$ cat src/rtl/b2d_pkg.sv
// ============================================================================
// b2d_pkg
// Shared constants and types of the binary to decimal ASCII converter.
// ============================================================================
package b2d_pkg;

    localparam int VALUE_W    = 64;
    localparam int BIN_W      = VALUE_W - 1;       // magnitude bits of a legal value
    localparam int DIGIT_W    = 4;
    localparam int BCD_DIGITS = 19;                // digits of the largest legal value
    localparam int BCD_W      = BCD_DIGITS * DIGIT_W;
    localparam int MAX_DIGITS = 19;                // longest text accepted (1..19)
    localparam int CHAR_W     = 6;
    localparam int COUNT_W    = 5;
    localparam int STEP_W     = $clog2(BIN_W);

    localparam logic [CHAR_W-1:0]  ASCII_ZERO   = CHAR_W'(48);
    localparam logic [CHAR_W-1:0]  ERROR_CHAR   = '0;
    localparam logic [DIGIT_W-1:0] ADD3_LIMIT   = DIGIT_W'(5);
    localparam logic [DIGIT_W-1:0] ADD3_AMOUNT  = DIGIT_W'(3);
    localparam logic [STEP_W-1:0]  LAST_STEP    = STEP_W'(BIN_W - 1);
    localparam logic [COUNT_W-1:0] FULL_COUNT   = COUNT_W'(BCD_DIGITS);
    localparam logic [COUNT_W-1:0] COUNT_LIMIT  = COUNT_W'(MAX_DIGITS);

    typedef enum logic [2:0] {
        ST_IDLE,
        ST_CONVERT,
        ST_SKIP,
        ST_EMIT,
        ST_ERROR
    } b2d_state_t;

endpackage

$ cat src/rtl/b2d_if.sv
// ============================================================================
// b2d_if
// Valid/ready channels of the converter: number in, text digits out.
// ============================================================================
interface b2d_in_if import b2d_pkg::*; ();
    logic               valid;
    logic               ready;
    logic [VALUE_W-1:0] value;

    modport source (output valid, output value, input ready);
    modport sink   (input valid, input value, output ready);
endinterface

interface b2d_out_if import b2d_pkg::*; ();
    logic              valid;
    logic              ready;
    logic [CHAR_W-1:0] digit_char;
    logic              last_digit;
    logic              too_large;

    modport source (output valid, output digit_char, output last_digit, output too_large,
                    input ready);
    modport sink   (input valid, input digit_char, input last_digit, input too_large,
                    output ready);
endinterface

$ cat src/rtl/binary_to_decimal_ascii.sv
// ============================================================================
// binary_to_decimal_ascii
// Converts a 64-bit unsigned value to ASCII decimal digits, most significant
// first, no leading zeros, flagging the last digit and too-large values.
// ============================================================================
// Sequence: accept, 63 double-dabble steps through the shared add-3/shift unit,
// drop leading zeros and settle on the first digit, then emit the digits as
// the sink takes them; a too-large value instead gives one flagged output.
// Throughput: one item at a time; number.ready is high only while idle.
// Reset: rst_n asynchronous active low; clears the sequencer and output valid.
// ============================================================================
module binary_to_decimal_ascii import b2d_pkg::*;
(
    input  logic         clk,
    input  logic         rst_n,
    b2d_in_if.sink       number,
    b2d_out_if.source    text
);

    b2d_state_t          state_reg, state_next;
    logic [BIN_W-1:0]    bin_reg, bin_next;
    logic [BCD_W-1:0]    bcd_reg, bcd_next;
    logic [STEP_W-1:0]   step_reg, step_next;
    logic [COUNT_W-1:0]  remain_reg, remain_next;

    logic                out_valid_reg, out_valid_next;
    logic [CHAR_W-1:0]   out_char_reg, out_char_next;
    logic                out_last_reg, out_last_next;
    logic                out_err_reg, out_err_next;

    logic [BCD_W-1:0]    step_bcd;
    logic [DIGIT_W-1:0]  top_digit;
    logic [BCD_W-1:0]    bcd_shifted;
    logic                accept;
    logic                out_free;

    b2d_step u_step
    (
        .bcd     (bcd_reg),
        .bit_in  (bin_reg[BIN_W-1]),
        .bcd_out (step_bcd)
    );

    assign top_digit   = bcd_reg[BCD_W-1 -: DIGIT_W];
    assign bcd_shifted = {bcd_reg[BCD_W-DIGIT_W-1:0], {DIGIT_W{1'b0}}};
    assign accept      = number.valid && number.ready;
    assign out_free    = !out_valid_reg || text.ready;

    // Next state
    always_comb
    begin
        state_next = state_reg;
        case (state_reg)
            ST_IDLE:
            begin
                if (accept)
                begin
                    state_next = number.value[VALUE_W-1] ? ST_ERROR : ST_CONVERT;
                end
            end
            ST_CONVERT:
            begin
                if (step_reg == '0)
                begin
                    state_next = ST_SKIP;
                end
            end
            ST_SKIP:
            begin
                if (top_digit == '0 && remain_reg > COUNT_W'(1))
                begin
                    state_next = ST_SKIP;
                end
                else if (remain_reg > COUNT_LIMIT)
                begin
                    state_next = ST_ERROR;
                end
                else
                begin
                    state_next = ST_EMIT;
                end
            end
            ST_EMIT:
            begin
                if (out_free && remain_reg == COUNT_W'(1))
                begin
                    state_next = ST_IDLE;
                end
            end
            ST_ERROR:
            begin
                if (out_free)
                begin
                    state_next = ST_IDLE;
                end
            end
            default:
            begin
                state_next = ST_IDLE;
            end
        endcase
    end

    // Outputs and datapath
    always_comb
    begin
        number.ready   = 1'b0;
        bin_next       = bin_reg;
        bcd_next       = bcd_reg;
        step_next      = step_reg;
        remain_next    = remain_reg;
        out_valid_next = out_valid_reg && !text.ready;
        out_char_next  = out_char_reg;
        out_last_next  = out_last_reg;
        out_err_next   = out_err_reg;
        case (state_reg)
            ST_IDLE:
            begin
                number.ready = 1'b1;
                bin_next     = number.value[BIN_W-1:0];
                bcd_next     = '0;
                step_next    = LAST_STEP;
                remain_next  = FULL_COUNT;
            end
            ST_CONVERT:
            begin
                bcd_next  = step_bcd;
                bin_next  = {bin_reg[BIN_W-2:0], 1'b0};
                step_next = step_reg - STEP_W'(1);
            end
            ST_SKIP:
            begin
                // drop leading zeros, keep at least one digit
                if (top_digit == '0 && remain_reg > COUNT_W'(1))
                begin
                    bcd_next    = bcd_shifted;
                    remain_next = remain_reg - COUNT_W'(1);
                end
            end
            ST_EMIT:
            begin
                if (out_free)
                begin
                    out_valid_next = 1'b1;
                    out_char_next  = ASCII_ZERO + CHAR_W'(top_digit);
                    out_last_next  = (remain_reg == COUNT_W'(1));
                    out_err_next   = 1'b0;
                    bcd_next       = bcd_shifted;
                    remain_next    = remain_reg - COUNT_W'(1);
                end
            end
            ST_ERROR:
            begin
                if (out_free)
                begin
                    out_valid_next = 1'b1;
                    out_char_next  = ERROR_CHAR;
                    out_last_next  = 1'b1;
                    out_err_next   = 1'b1;
                end
            end
            default:
            begin
                number.ready = 1'b0;
            end
        endcase
    end

    always_ff @(posedge clk or negedge rst_n)
    begin
        if (!rst_n)
        begin
            state_reg     <= ST_IDLE;
            out_valid_reg <= 1'b0;
        end
        else
        begin
            state_reg     <= state_next;
            out_valid_reg <= out_valid_next;
        end
    end

    always_ff @(posedge clk)
    begin
        bin_reg      <= bin_next;
        bcd_reg      <= bcd_next;
        step_reg     <= step_next;
        remain_reg   <= remain_next;
        out_char_reg <= out_char_next;
        out_last_reg <= out_last_next;
        out_err_reg  <= out_err_next;
    end

    assign text.valid      = out_valid_reg;
    assign text.digit_char = out_char_reg;
    assign text.last_digit = out_last_reg;
    assign text.too_large  = out_err_reg;

endmodule

$ cat src/rtl/b2d_step.sv
// ============================================================================
// b2d_step
// One double-dabble step: add 3 to every digit of 5 or more, then shift the
// BCD register left by one bit taking in the next binary bit.
// ============================================================================
module b2d_step import b2d_pkg::*;
(
    input  logic [BCD_W-1:0] bcd,
    input  logic             bit_in,
    output logic [BCD_W-1:0] bcd_out
);

    logic [BCD_W-1:0] adjusted;

    always_comb
    begin
        adjusted = bcd;
        for (int i = 0; i < BCD_DIGITS; i++)
        begin
            if (bcd[i*DIGIT_W +: DIGIT_W] >= ADD3_LIMIT)
            begin
                adjusted[i*DIGIT_W +: DIGIT_W] = bcd[i*DIGIT_W +: DIGIT_W] + ADD3_AMOUNT;
            end
        end
        bcd_out = {adjusted[BCD_W-2:0], bit_in};
    end

endmodule
$ cat src/flat_wrapper.sv
// flat-port wrapper written by rule: the top's interface ports become plain ports
module binary_to_decimal_ascii_flat import b2d_pkg::*;
  (clk, rst_n, number_valid, number_value, number_ready, text_valid, text_digit_char, text_last_digit, text_too_large, text_ready);
  b2d_in_if number_i ();
  b2d_out_if text_i ();
  input  logic clk;
  input  logic rst_n;
  input wire logic [$bits(number_i.valid)-1:0] number_valid;
  input wire logic [$bits(number_i.value)-1:0] number_value;
  output wire logic [$bits(number_i.ready)-1:0] number_ready;
  output wire logic [$bits(text_i.valid)-1:0] text_valid;
  output wire logic [$bits(text_i.digit_char)-1:0] text_digit_char;
  output wire logic [$bits(text_i.last_digit)-1:0] text_last_digit;
  output wire logic [$bits(text_i.too_large)-1:0] text_too_large;
  input wire logic [$bits(text_i.ready)-1:0] text_ready;
  assign number_i.valid = number_valid;
  assign number_i.value = number_value;
  assign number_ready = number_i.ready;
  assign text_valid = text_i.valid;
  assign text_digit_char = text_i.digit_char;
  assign text_last_digit = text_i.last_digit;
  assign text_too_large = text_i.too_large;
  assign text_i.ready = text_ready;
  binary_to_decimal_ascii u_core (.clk(clk), .rst_n(rst_n), .number(number_i), .text(text_i));
endmodule
$ cat config.mk
export PLATFORM = sky130hd
export DESIGN_NAME = binary_to_decimal_ascii_flat
export DESIGN_NICKNAME = d
export VERILOG_FILES = /design/src/rtl/b2d_pkg.sv /design/src/rtl/b2d_if.sv /design/src/rtl/binary_to_decimal_ascii.sv /design/src/rtl/b2d_step.sv /design/src/flat_wrapper.sv
export SDC_FILE = /design/constraint.sdc
export NUM_CORES = 1
export LEC_CHECK = 0
export ABC_AREA = 1
export BUFFER_PORTS_ARGS = -buffer_cell sky130_fd_sc_hd__clkbuf_2
export CORE_ASPECT_RATIO = 1.5
export CORE_MARGIN = 2
export CORE_UTILIZATION = 40
export CTS_BUF_LIST = sky130_fd_sc_hd__clkbuf_2
export DETAILED_ROUTE_END_ITERATION = 10
export HOLD_SLACK_MARGIN = 0.06
export SYNTH_ARGS = -nofsm -noshare
export SYNTH_HDL_FRONTEND = slang
export SYNTH_HIERARCHICAL = 1
export SYNTH_SLANG_ARGS = --single-unit
export TNS_END_PERCENT = 5
$ cat constraint.sdc
create_clock -name clk -period 8.8 [get_ports clk]
set_clock_uncertainty 0.15 [all_clocks]
set_input_delay 1.32 -clock clk [delete_from_list [all_inputs] [get_ports clk]]
set_output_delay 1.32 -clock clk [all_outputs]
set_load 0.1 [all_outputs]
* After elaboration in Yosys (flattened, before gate mapping) *
Index checks and enable logic that the tools add are counted.

operators by class
  $add $sub $neg = 22
  order comparisons = 21
  equality and inequality tests = 11
  multiplexer cells = 46
  reduce and logical (&&, ||, !) cells = 19

operator list
  kind                                                                count
  case mux 76 bit (4 select lines)                                    1
  two-way mux 76 bit                                                  2
  case mux 63 bit (2 select lines)                                    1
  greater-or-equal comparator 4 x 3 -> 1 bit (second input constant)  19
  adder 4 x 2 -> 4 bit (second input constant)                        18
  two-way mux 4 bit                                                   18
  two-way mux 3 bit                                                   8
  case mux 6 bit (2 select lines)                                     2
  case mux 3 bit (5 select lines)                                     1
  case mux 5 bit (3 select lines)                                     1
  two-way mux 6 bit                                                   2
  inequality test 2 x 1 -> 1 bit (second input constant)              6
  two-way mux 5 bit                                                   2
  AND reduction 3 bit                                                 3
  adder 5 x 5 -> 6 bit (first input constant)                         1
  equality test 3 x 2 -> 1 bit (second input constant)                2
  zero test 6 bit                                                     1
  two-way mux 1 bit                                                   6
  subtractor 6 x 1 -> 6 bit (second input constant)                   1
  equality test 5 x 1 -> 1 bit (second input constant)                1
  > comparator 5 x 1 -> 1 bit (second input constant)                 1
  > comparator 5 bit (second input constant)                          1
  subtractor 5 x 1 -> 5 bit (second input constant)                   1
  logical AND 1 bit                                                   4
  13 further kinds                                                    16

storage, ports and cells
  flip-flop bits (word level) = 162
  bits of input ports = 68
  logic and storage cells = 128

* Longest topological paths before layout *
  depth after elaboration = 5
  mapped depth = 11
  mapped depth without buffers = 11

* Cells and area by module *
The synthesis kept the hierarchy.

by module, submodules not included
  module                   instances  cells each  area each (µm²)  sequential area each (µm²)
  binary_to_decimal_ascii  1          574         6,912.9          4,814.6
  b2d_step                 1          404         2,169.6          0.0

* Worst setup path before layout *
OpenSTA, ideal clock, no wires.

  path type = input to register
  start point = input port text_ready
  end point = register u_core.bcd_reg[0], enable pin
  data arrival time = 6,673 ps
  required time = 8,046 ps
  path slack = 1,373 ps
  stages on the path = 4
  path buffers = 0
  cells stage by stage = nor2_1 -> inv_1 -> nor2_1 -> nor3_1

between the ends
  word-level cells in the longest chain between the ends = 3

RTL lines
  what                                      RTL line                        RTL
  start: declaration                        flat_wrapper.sv:15              input wire logic [$bits(text_i.ready)-1:0] text_ready;
  logical OR 1 bit                          binary_to_decimal_ascii.sv:47   assign out_free = !out_valid_reg || text.ready;
  inequality test 2 x 1 -> 1 bit (no line)  n/a
  AND reduction 3 bit (no line)             n/a
  end signal: assignment                    binary_to_decimal_ascii.sv:186  bcd_reg <= bcd_next;
  end: declaration                          binary_to_decimal_ascii.sv:22   logic [BCD_W-1:0] bcd_reg, bcd_next;

No other way between the ends.
A chain may end at the register's enable or synchronous reset.

* Worst setup path after layout *
  start point = register u_core.state_reg[1]
  end point = output port number_ready

between the ends
  word-level cells in the longest chain between the ends = 2

RTL lines
  what                      RTL line                        RTL
  start: declaration        binary_to_decimal_ascii.sv:20   b2d_state_t state_reg, state_next;
  start signal: assignment  binary_to_decimal_ascii.sv:178  state_reg <= state_next;
  zero test 3 bit           binary_to_decimal_ascii.sv:116  case (state_reg)
  two-way mux 1 bit         binary_to_decimal_ascii.sv:116
  end: declaration          flat_wrapper.sv:10              output wire logic [$bits(number_i.ready)-1:0] number_ready;

No other way between the ends.

==> impl_metrics.csv <==
group,metric,value,unit
setup_path,required,7330,ps
sta,hold_viol,0,
sta,slew_headroom,32.6,%
floorplanning,core,22300,um^2
placed_design,place_inst,1305,
clock_network,htree_levels,4,
clock_network,path_clk_slew,220,ps
sta,grt_setup_unrepaired,"false",
global_route,grt_start_max_net_pins,97,
placed_design,numPortBuffers,77,
setup_path,worst_ep_arrival_time,2170,ps
clock_network,root_buffer,"clkbuf_2",
setup_path,max_stage_delay,520,ps
clock_network,ctsResizeCount,0,
finish,nets,1159,
setup_path,crit_family,"buffers and inverters",
clock_network,cts_sinks,161,
detailed_routing,routed_via_density,4.97,
run,maxCapViolations,0,
floorplanning,fp-row-count,67,
logic_synthesis,synthesis.nets,1089,
global_route,grt_util_all_layers,14.6,%
logic_synthesis,syn-instance-count,978,
sta,period_minus_slack,3640,ps
setup_path,cp-start-kind,"flop",
global_route,grt_pass1_vias,6444,
finish,area_growth_syn_to_layout,8.61,%
detailed_routing,drtIter0Drc,367,
floorplanning,ios,78,
finish,final_cell_mix,"335 x nand2_1, 157 x edfxtp_1, 115 x inv_1",
detailed_routing,vias,6647,
hold_path,hp-class,"in -> async",
detailed_routing,detail-route-antenna-nets,0,
logic_synthesis,synth.distinct_cells,33,
global_route,grt-ovfl-total,0,
clock_network,cts_tree,"yes",
clock_network,cts-hold-fix-buffers,0,
sta,setup_tns,0,ps
logic_synthesis,ys_ff_latch,161,
finish,final_common_cell,"nand2_1",
detailed_routing,firstDrtPassIters,4,
pwr,powerDensity,371,nW/um^2
placed_design,dp_hpwl,11000,um
setup_path,end_kind,"output port",
outcome,outcome,"complete, no violations",
setup_path,path_max_fanout,5,
finish,stdcell_count,1338,
finish,drive_gt1_share,14.7,%
logic_synthesis,synth_warnings,6,
pwr,p_leak,0.00453,uW
setup_path,crit_chain,"inv_1, nand2_1, nor2_1, clkbuf_2",
detailed_routing,finalWirelength,16800,um
pwr,peakVddDrop,0.000232,V
placed_design,place_congestion,0.753,
setup_path,slowest_stage,"dfrtp_1",
setup_path,cp_num_buf_inv,2,
floorplanning,chipWidth,127,um
global_route,grt_pass1_wl,28800,um
global_route,grt_antenna_before_repair,1,
sta,worst_pin_slew,1010,ps
floorplanning,die_height,189,um
floorplanning,start_util,40.7,%
clock_network,clock_latency,750,ps
pwr,total_power,3660,uW
clock_network,cts_made_buffers,17,
logic_synthesis,syn_avg_cell_area,9.29,um^2
detailed_routing,wl_per_cell,12.6,um
sta,finalMaxSlewViolations,0,
sta,fin_crit_sh,41.4,%
detailed_routing,drcViolationCount,0,
logic_synthesis,syn-cell-area,9080,um^2
setup_path,worstSetupPathType,"reg -> out",
logic_synthesis,ys_seq_area_share,53.0,%
floorplanning,dieArea,24000,um^2
sta,setup_violations,0,
finish,largest_reg_flops,76,
clock_network,cts_setup_buffers,0,
clock_network,clock_tree.buffer_depth,2,
sta,max_freq,0.274,GHz
-- worst reg2reg max path, stage by stage (launching register included) --
cell and delay, ps:
dfrtp_1 550, nor3_4 250, buf_4 440, buf_4 880, nand2_1 220, nand2_1 120
nor3_2 50, nand2_1 80, nand2_1 50
-- cells in the mapped netlist (all sizes together) --
cell type  instances  share of area [%]
nand2            339                 14
edfxtp           157                 52
inv              121                5.0
o21ai             74                4.8
a22o              72                6.9
nand3             45                2.5
ha                43                5.9
nor2              40                2.2
a21oi             37                2.2
buf               22                1.8
clkbuf            10               0.41
nor3               5               0.39
dfrtp              4                1.1
nand3b             1              0.083
nand4              1              0.069
nor4               1              0.069
o21a               1              0.083
o21bai             1              0.083
o31ai              1              0.083
or2                1              0.069
xnor2              1              0.096
xor2               1              0.096
-- per-layer routing --
layer | vias up | global-route usage, % | part of all wire [%]
met5 | - | 0 | 0
met4 | 0 | 4.78 | 1.2
met3 | 12 | 3.24 | 3.3
met2 | 93 | 26.1 | 51
met1 | 3098 | 17.4 | 45
li1 | 3444 | - | -
-- final timing paths --
kind                                                 start                              end  slack, ps  cells past startpoint
max in group asynchronous                            rst_n  u_core/state_reg[0]$_DFFE_PN0P_       8190                      1
max                        u_core/state_reg[1]$_DFFE_PN0P_                     number_ready       5160                      4
max reg2reg                u_core/state_reg[2]$_DFFE_PN0P_  u_core/state_reg[1]$_DFFE_PN0P_       5960                      8
min                                                  rst_n      u_core/text.valid$_DFF_PN0_        190                      1
min reg2reg                   u_core/bin_reg[60]$_DFFE_PP_     u_core/bin_reg[61]$_DFFE_PP_        370                      2
min in group clk              u_core/bin_reg[60]$_DFFE_PP_     u_core/bin_reg[61]$_DFFE_PP_        370                      2
-- per-stage QoR --
step	cell area, um^2	util [%]	hold WS [ps]	setup WS (ps)
2_1_floorplan	9080	-	344	1370
5_1_grt	9860	44.2	82.8	4920
3_5_place_dp	9680	43.4	351	5650
6_report	9860	44.2	191	5160
4_1_cts	9860	44.2	81.9	5040
3_3_place_gp	9680	43.4	352	5660
-- cell type report --
| cell class | instances | area, um^2 |
|---|---|---|
| antenna | 1 | 2.50 |
| clock buffer | 19 | 95.1 |
| clock inverter | 13 | 88.8 |
| fill | 2231 | 12400 |
| inverter | 121 | 454 |
| multi-input combinational | 664 | 3630 |
| sequential | 161 | 4810 |
| tap | 276 | 345 |
| timing repair buffer | 83 | 430 |
-- report_power, final --
part / internal [uW] / total [uW] / switching [uW]
Sequential: 1410 / 1650 / 243
Clock: 74.3 / 341 / 266
Combinational: 534 / 1670 / 1140
Total: 2020 / 3660 / 1650
-- cell families after synthesis --
| family | after synthesis | synth area share (%) |
|---|---|---|
| and+or+nand+nor | 433 | 19.5 |
| DFF | 161 | 53.0 |
| xor gates and xnor gates | 2 | 0.193 |
| adders and majority gates | 43 | 5.92 |
| AOI/OAI and AO/OA | 186 | 14.2 |
| buffers and inverters | 153 | 7.19 |
No activity file was read; power rests on OpenSTA's default activity.
